==> src/sv/swhc_pkg.sv <==
`timescale 1ns / 1ps
// ----------------------------------------------------------------------------
// swhc_pkg: shared types and constants of the sliding window hit counter
// Field widths, the default window length and the controller-to-datapath
// command and status bundles.
// ----------------------------------------------------------------------------
package swhc_pkg;

	localparam int TS_W           = 31;  // timestamp width
	localparam int CNT_W          = 32;  // bucket count and sum width
	localparam int MOD_STEPS      = 2;   // cycles of the slot computation
	localparam int STEP_W         = 1;   // holds MOD_STEPS - 1
	localparam int WINDOW_DEFAULT = 300;

	// commands from the controller, decoded from its state
	typedef struct packed {
		logic clr_wr;    // write a zero entry at idx
		logic mod_init;  // latch item, start slot computation
		logic mod_step;  // one step of timestamp mod window
		logic slot_rd;   // read the addressed bucket
		logic slot_wr;   // write the updated bucket
		logic sweep_rd;  // read bucket idx for the sum
		logic out_load;  // move sum into the output register
	} cmd_t;

	typedef struct packed {
		logic hit;       // current item records a hit
	} sts_t;

endpackage

==> src/sv/swhc_ctrl.sv <==
`timescale 1ns / 1ps
// ----------------------------------------------------------------------------
// swhc_ctrl: sequencer of the sliding window hit counter
// Clearing pass, slot computation, bucket update, window sweep and output
// handshake.
// ----------------------------------------------------------------------------
module swhc_ctrl #(
	parameter int WINDOW_SECONDS = swhc_pkg::WINDOW_DEFAULT,
	parameter int AW             = 9
) (
	input  logic             clk,
	input  logic             arst_n,
	input  logic             s_tvalid,
	output logic             s_tready,
	output logic             m_tvalid,
	input  logic             m_tready,
	input  swhc_pkg::sts_t   sts,
	output swhc_pkg::cmd_t   cmd,
	output logic [AW-1:0]    idx
);

	localparam logic [2:0] ST_CLR   = 3'd0;
	localparam logic [2:0] ST_IDLE  = 3'd1;
	localparam logic [2:0] ST_MOD   = 3'd2;
	localparam logic [2:0] ST_RD    = 3'd3;
	localparam logic [2:0] ST_WR    = 3'd4;
	localparam logic [2:0] ST_SWEEP = 3'd5;
	localparam logic [2:0] ST_DRAIN = 3'd6;
	localparam logic [2:0] ST_OUT   = 3'd7;

	localparam logic [AW-1:0] IDX_LAST = AW'(WINDOW_SECONDS - 1);
	localparam logic [swhc_pkg::STEP_W-1:0] STEP_LAST =
		swhc_pkg::STEP_W'(swhc_pkg::MOD_STEPS - 1);

	logic [2:0]                   state_q;
	logic [AW-1:0]                idx_q;
	logic [swhc_pkg::STEP_W-1:0]  step_q;
	logic                         m_tvalid_q;
	logic                         out_free;

	assign out_free = !m_tvalid_q || m_tready;
	assign s_tready = (state_q == ST_IDLE);
	assign m_tvalid = m_tvalid_q;
	assign idx      = idx_q;

	always_ff @(posedge clk or negedge arst_n) begin
		if (!arst_n) begin
			state_q    <= ST_CLR;
			idx_q      <= '0;
			step_q     <= '0;
			m_tvalid_q <= 1'b0;
		end else begin
			if (cmd.out_load) begin
				m_tvalid_q <= 1'b1;
			end else if (m_tready) begin
				m_tvalid_q <= 1'b0;
			end
			case (state_q)
				ST_CLR: begin
					idx_q <= idx_q + 1'b1;
					if (idx_q == IDX_LAST) begin
						idx_q   <= '0;
						state_q <= ST_IDLE;
					end
				end
				ST_IDLE: begin
					if (s_tvalid) begin
						step_q  <= '0;
						state_q <= ST_MOD;
					end
				end
				ST_MOD: begin
					step_q <= step_q + 1'b1;
					if (step_q == STEP_LAST) begin
						idx_q   <= '0;
						state_q <= sts.hit ? ST_RD : ST_SWEEP;
					end
				end
				ST_RD: begin
					state_q <= ST_WR;
				end
				ST_WR: begin
					state_q <= ST_SWEEP;
				end
				ST_SWEEP: begin
					idx_q <= idx_q + 1'b1;
					if (idx_q == IDX_LAST) begin
						idx_q   <= '0;
						state_q <= ST_DRAIN;
					end
				end
				ST_DRAIN: begin
					state_q <= ST_OUT;
				end
				ST_OUT: begin
					if (out_free) begin
						state_q <= ST_IDLE;
					end
				end
				default: begin
					state_q <= ST_CLR;
				end
			endcase
		end
	end

	always_comb begin
		cmd = '0;
		case (state_q)
			ST_CLR:   cmd.clr_wr   = 1'b1;
			ST_IDLE:  cmd.mod_init = s_tvalid;
			ST_MOD:   cmd.mod_step = 1'b1;
			ST_RD:    cmd.slot_rd  = 1'b1;
			ST_WR:    cmd.slot_wr  = 1'b1;
			ST_SWEEP: cmd.sweep_rd = 1'b1;
			ST_OUT:   cmd.out_load = out_free;
			default:  cmd = '0;
		endcase
	end

	// output register is never overwritten while a result waits
	a_out_load_free: assert property (@(posedge clk) disable iff (!arst_n)
		cmd.out_load |-> (!m_tvalid_q || m_tready))
		else $error("output loaded while result pending");

	// bucket writes only in the clearing pass or the update step
	a_wr_states: assert property (@(posedge clk) disable iff (!arst_n)
		(cmd.clr_wr || cmd.slot_wr) |-> (state_q == ST_CLR || state_q == ST_WR))
		else $error("bucket write outside clear or update");

	// an accepted item always starts the slot computation from step zero
	a_accept_mod: assert property (@(posedge clk) disable iff (!arst_n)
		(s_tvalid && s_tready) |=> (state_q == ST_MOD && step_q == '0))
		else $error("accept did not start slot computation");

	// last sweep read is followed by the drain cycle
	a_sweep_end: assert property (@(posedge clk) disable iff (!arst_n)
		(state_q == ST_SWEEP && idx_q == IDX_LAST) |=> (state_q == ST_DRAIN))
		else $error("sweep did not end in drain");

endmodule

==> config.mk <==
export PLATFORM = sky130hd
export DESIGN_NAME = swhc_ctrl
export DESIGN_NICKNAME = d
export VERILOG_FILES = /design/src/sv/swhc_pkg.sv /design/src/sv/swhc_ctrl.sv
export SDC_FILE = /design/constraint.sdc
export NUM_CORES = 1
export LEC_CHECK = 0
export ABC_CLOCK_PERIOD_IN_PS = 2400
export BUFFER_PORTS_ARGS = -buffer_cell sky130_fd_sc_hd__buf_2
export CAP_MARGIN = 20
export CORE_MARGIN = 4
export CORE_UTILIZATION = 50
export DETAILED_ROUTE_END_ITERATION = 7
export GPL_TIMING_DRIVEN = 1
export HOLD_SLACK_MARGIN = 0.15
export PLACE_DENSITY = 0.77
export RECOVER_POWER = 100
export SLEW_MARGIN = 20
export SYNTH_ARGS = -nofsm -noshare
export SYNTH_HDL_FRONTEND = slang
export SYNTH_SLANG_ARGS = --single-unit
==> constraint.sdc <==
create_clock -name clk -period 2.4 [get_ports clk]
set_input_delay 0.48 -clock clk [delete_from_list [all_inputs] [get_ports clk]]
set_output_delay 0.48 -clock clk [all_outputs]
set_load 0.03 [all_outputs]
==> results of run 1 <==
[power by group through the flow]
| stage | Clock (µW) | Combinational [µW] | Sequential [µW] |
|---|---|---|---|
| 3_5_place_dp | 0 | 762 | 463 |
| 5_1_grt | 190 | 792 | 483 |
| 4_1_cts | 175 | 767 | 458 |
| 2_1_floorplan | 0 | 547 | 459 |
| 6_report | 170 | 709 | 460 |
| 3_3_place_gp | 0 | 763 | 453 |
[stage by stage]
stage,utilization [%],cell area [µm²],worst slack [ns],total power [µW]
after floorplan,-,840,0.0755,1010
after global placement,62.7,967,0.546,1220
after detailed placement,62.7,967,0.498,1230
after CTS,65.7,1010,0.405,1400
after global routing,63.4,977,0.118,1470
final,63.4,977,0.288,1340
[cell type report]
class,instances,area (µm²),area share [%]
multi-input combinational,77,452,46.2
sequential,14,350,35.9
timing repair buffer,25,108,11.0
clock buffer,4,36.3,3.71
tap,16,20.0,2.05
inverter,3,11.3,1.15
[flip-flops by register name, summed over array words and instances (netlist names)]
signal    count
step_q        1
state_q       3
idx           9
m_tvalid      1
[metal layers]
| metal | vias up | global-route usage (%) | share of wire, % |
|---|---|---|---|
| li1 | 406 | - | - |
| met2 | 29 | 22.6 | 44 |
| met1 | 357 | 21.6 | 49 |
| met5 | - | 0 | 0 |
| met3 | 2 | 3.98 | 6.2 |
| met4 | 0 | 9.87 | 1.1 |
[worst min-delay path, cell delays in order]
cell      delay [ns]
buf_2           0.08
nor2b_1         0.05
nand2b_1        0.13
[timing repair]
| item | CTS | global route |
|---|---|---|
| hold buffers | 1 | 0 |
| buffers inserted | 0 | 0 |
| endpoints found under the hold margin | 14 | 0 |
[cell families after synthesis]
logic type / synth area share [%]
and+or+nand+nor: 33.2
AOI/OAI and AO/OA: 19.1
DFF: 41.7
buffers and inverters: 3.43
xor gates and xnor gates: 1.04
adders and majority gates: 1.49
[cell usage after synthesis (all sizes together), types with 2 or more instances]
library cell / number / share of area, %
o21ai: 7 / 4.2
dfrtp: 14 / 42
nor2: 5 / 2.2
nor3: 5 / 3.0
nor4b: 2 / 2.1
nand2: 12 / 5.4
buf: 3 / 1.6
a21oi: 8 / 4.8
nand3: 7 / 4.2
nand2b: 3 / 2.2
a21o: 4 / 3.6
nor2b: 2 / 1.5
nand3b: 2 / 1.8
or3: 4 / 3.3
and3: 2 / 1.6
inv: 3 / 1.3
[worst paths after layout]
kind	startpoint	endpoint	slack (ns)	depth (start not counted)
max	state_q[1]	cmd[5]	0.29	3
min	m_tready	m_tvalid	0.49	3
max reg2reg	idx[0]	idx[7]	0.44	5
min reg2reg	step_q	step_q	0.54	1
max in group asynchronous	arst_n	idx[1]	1.16	2
min in group asynchronous	arst_n	idx[4]	0.77	2
==> qor.csv, run 1 <==
metric,value,unit
status,completed,
p_seq_share,34.4,%
power.leakage,0.000442,µW
rsz0062_at_grt,false,
cp-start-kind,flip-flop,
final_cells,139,
setup_viol,0,
overflow,0,
critPathCaptureType,output pin,
core-area,1540,µm²
final_cell_mix,"clkbuf_1 (20), dfrtp_1 (14), nand2_1 (12)",
drc,0,
ir_drop,0.000864,V
synth_fp_nets,104,
grt_usage,16.0,%
via_per_inst,5.71,
path_clk_slew,0.09,ns
grt_first_pass_wirelength,2990,µm
die_height,49.0,µm
critPathMaxStageDelay,0.57,ns
antenna_cells,0,
seq_area_frac_synth,41.7,%
clockBufferDepth,2,
yosys.cell_types.count,34,
cpMaxStageDelayCell,dfrtp_1,
final_common_cell,clkbuf_1,
drv_slew,0,
worst-path-buf-inv,1,
place_inst,134,
grt_antenna_before_repair,0,
cts_resized,0,
period_needed,2.11,ns
grt_pass1_vias,693,
tightest_slew,0.756,ns
power_density,1370,nW/µm²
hpwl,1280,µm
grt_max_degree,19,
avgSynthCellArea,8.57,µm²
first_iter_violations,14,
nets,130,
finalWeightedCongestion,0.849,
routed_wl,1780,µm
rows,14,
combPwrFrac,52.9,%
synth_ff_type,dfrtp_1,
hold_ws,0.488,ns
ys_async_sr_fraction,100,%
crit_required,1.92,ns
cts_buffers,3,
fin_crit_sh,88.0,%
clock-sinks,14,
hold_class,in -> reg,
final_antenna_net_count,0,
skew,0.000517,ns
crit_fanout,18,
drive_above_1_share,10.6,%
relSlewSlack,49.6,%
io_pins,23,
cp.arrival,1.63,ns
vias,794,
clock-root-buffer,clkbuf_4,
ys_warn_count,0,
wl_per_cell,12.8,µm
synth-seq-cells,14,
fin_tns_setup,0,ns
first_pass_iters,4,
cts_tree,done,
die_area,2400,µm²
switching_power,699,µW
synth_edf_count,0,
start_util,54.5,%
insertion_delay,0.28,ns
cap_violations,0,
crit_family,flip-flops,
sw_frac_of_total,52.2,%
synthCells,98,
portBuffers,22,
fillers,138,
p_int,639,µW
syn_to_final_growth,16.4,%
path_class,reg -> out,
netlist_area,840,µm²
h-tree-depth,1,
fmax,473,MHz
crit_chain,"nor3b_1, and2_0, clkbuf_1",
die_x,49.0,µm
power_frac_clock,12.7,%
hold_violations,0,
Note: power is estimated with default switching activity, not from simulation.
==> inputs of run 2 (changes only) <==
Settings changed: CORE_MARGIN 4 to unset.
==> run 2 against run 1 <==
First-iteration DRC count grew 36%. Design area up 0.13%. Sequential power hardly changed. Clock power grew 3%. Via count increased by 1.8%. Utilization is 0.081 points higher. Wire length up 2.9%. Global-route usage grew 5.4 points. Combinational power about the same. Critical path type unchanged. Largest cell class unchanged.
==> qor.csv, run 2 (same netlist as run 1, synthesis figures left out) <==
metric,value,unit,change
hold_violations,0,,unchanged
place_inst,134,,unchanged
fmax,476,MHz,+0.54%
final_cell_mix,"clkbuf_1 (19), dfrtp_1 (14), nand2_1 (12)",,
die_height,43.0,µm,-12%
die_x,43.0,µm,-12%
cap_violations,0,,unchanged
drc,0,,unchanged
final_cells,139,,unchanged
grt_first_pass_wirelength,3000,µm,+0.23%
fin_util,63.5,%,+0.081 points
ir_drop,0.000808,V,-6.5%
relSlewSlack,47.7,%,-1.9 points
grt_max_degree,19,,unchanged
crit_required,1.92,ns,about the same
vias,808,,+1.8%
clock-root-buffer,clkbuf_4,,
routed_wl,1830,µm,+2.9%
nets,130,,unchanged
cp-start-kind,flip-flop,,
fin_crit_sh,87.5,%,-0.47 points
syn_to_final_growth,16.5,%,
path_clk_slew,0.09,ns,about the same
fin_tns_setup,0,ns,unchanged
drive_above_1_share,11.4,%,+0.81 points
grt_usage,21.3,%,+5.4 points
antenna_cells,0,,unchanged
via_per_inst,5.81,,+1.8%
finalWeightedCongestion,0.856,,+0.90%
portBuffers,22,,unchanged
final_common_cell,clkbuf_1,,
clockBufferDepth,2,,unchanged
grt_pass1_vias,692,,-0.14%
final_antenna_net_count,0,,unchanged
cp.arrival,1.62,ns,about the same
tightest_slew,0.785,ns,+0.0292 ns
period_needed,2.10,ns,-0.0112 ns
grt_antenna_before_repair,0,,unchanged
setup_viol,0,,unchanged
path_class,reg -> out,,
first_iter_violations,19,,+5
die_area,1850,µm²,-23%
critPathCaptureType,output pin,,
hold_class,in -> reg,,
cts_tree,done,,
overflow,0,,unchanged
power_density,1380,nW/µm²,+0.64%
core-area,1540,µm²,unchanged
status,completed,,
hpwl,1280,µm,-0.44%
largest_reg_flops,9,,unchanged
drv_slew,0,,unchanged
cts_resized,0,,unchanged
insertion_delay,0.28,ns,about the same
h-tree-depth,1,,unchanged
power.leakage,0.000446,µW,+0.94%
clock-sinks,14,,unchanged
rsz0062_at_grt,false,,
total_power,1350,µW,+0.77%
skew,0.00123,ns,+0.000712 ns
hold_ws,0.496,ns,+0.00873 ns
cts_buffers,3,,unchanged
crit_fanout,18,,unchanged
rows,14,,unchanged
first_pass_iters,4,,unchanged
wl_per_cell,13.2,µm,+2.9%
io_pins,23,,unchanged
start_util,54.5,%,unchanged
## run 2: per-layer routing
| metal | up-vias | part of all wire, % | routed length, µm | GRT usage, % |
|---|---|---|---|---|
| li1 | 404 | - | - | - |
| met1 | 377 | 49 | 892 | 29.7 |
| met2 | 25 | 46 | 841 | 33.3 |
| met3 | 2 | 4.5 | 83 | 3.83 |
| met4 | 0 | 0.76 | 14 | 7.27 |
| met5 | - | 0 | 0 | 0 |
## run 2: cell type report
type                    count  area, µm²
fillers                   143        563
multi-input cells          77        452
flip-flops and latches     14        350
repair buffers             25        109
clock buffers               4       36.3
well taps                  16       20.0
inverters                   3       11.3
## run 2: path summary, 6_finish.rpt
kind / from / end / slack [ns] / cells past startpoint
worst max-delay path: state_q[1] / cmd[0] / 0.30 / 3
worst min-delay path: m_tready / m_tvalid / 0.50 / 3
worst max register to register: idx[0] / idx[7] / 0.43 / 5
worst min register to register: step_q / step_q / 0.56 / 1
max in group asynchronous: arst_n / state_q[0] / 1.13 / 2
min in group asynchronous: arst_n / idx[4] / 0.78 / 2
## run 2: stage by stage
step,instance area [µm²],worst slack [ns]
2_1_floorplan,840,0.0755
3_3_place_gp,967,0.542
3_5_place_dp,967,0.491
4_1_cts,1010,0.391
5_1_grt,978,0.179
6_report,978,0.299
## run 2: power breakdown
| group | internal, µW | leakage, µW | switching (µW) | total [µW] |
|---|---|---|---|---|
| Combinational | 237 | 0.000243 | 474 | 711 |
| Clock | 92.3 | 0.0000210 | 83.0 | 175 |
| Sequential | 311 | 0.000182 | 152 | 463 |
| Total | 641 | 0.000446 | 709 | 1350 |
## run 2: repair_timing
item	in CTS	in global routing
endpoints found under the hold margin	14	0
buffers inserted	0	0
endpoints found under the setup margin	0	0
hold buffers	1	0
## run 2: worst max-delay path: stages (launching register included)
cell      delay [ns]
dfrtp_1         0.69
nand3_1         0.18
nor2_1          0.15
clkbuf_1        0.32
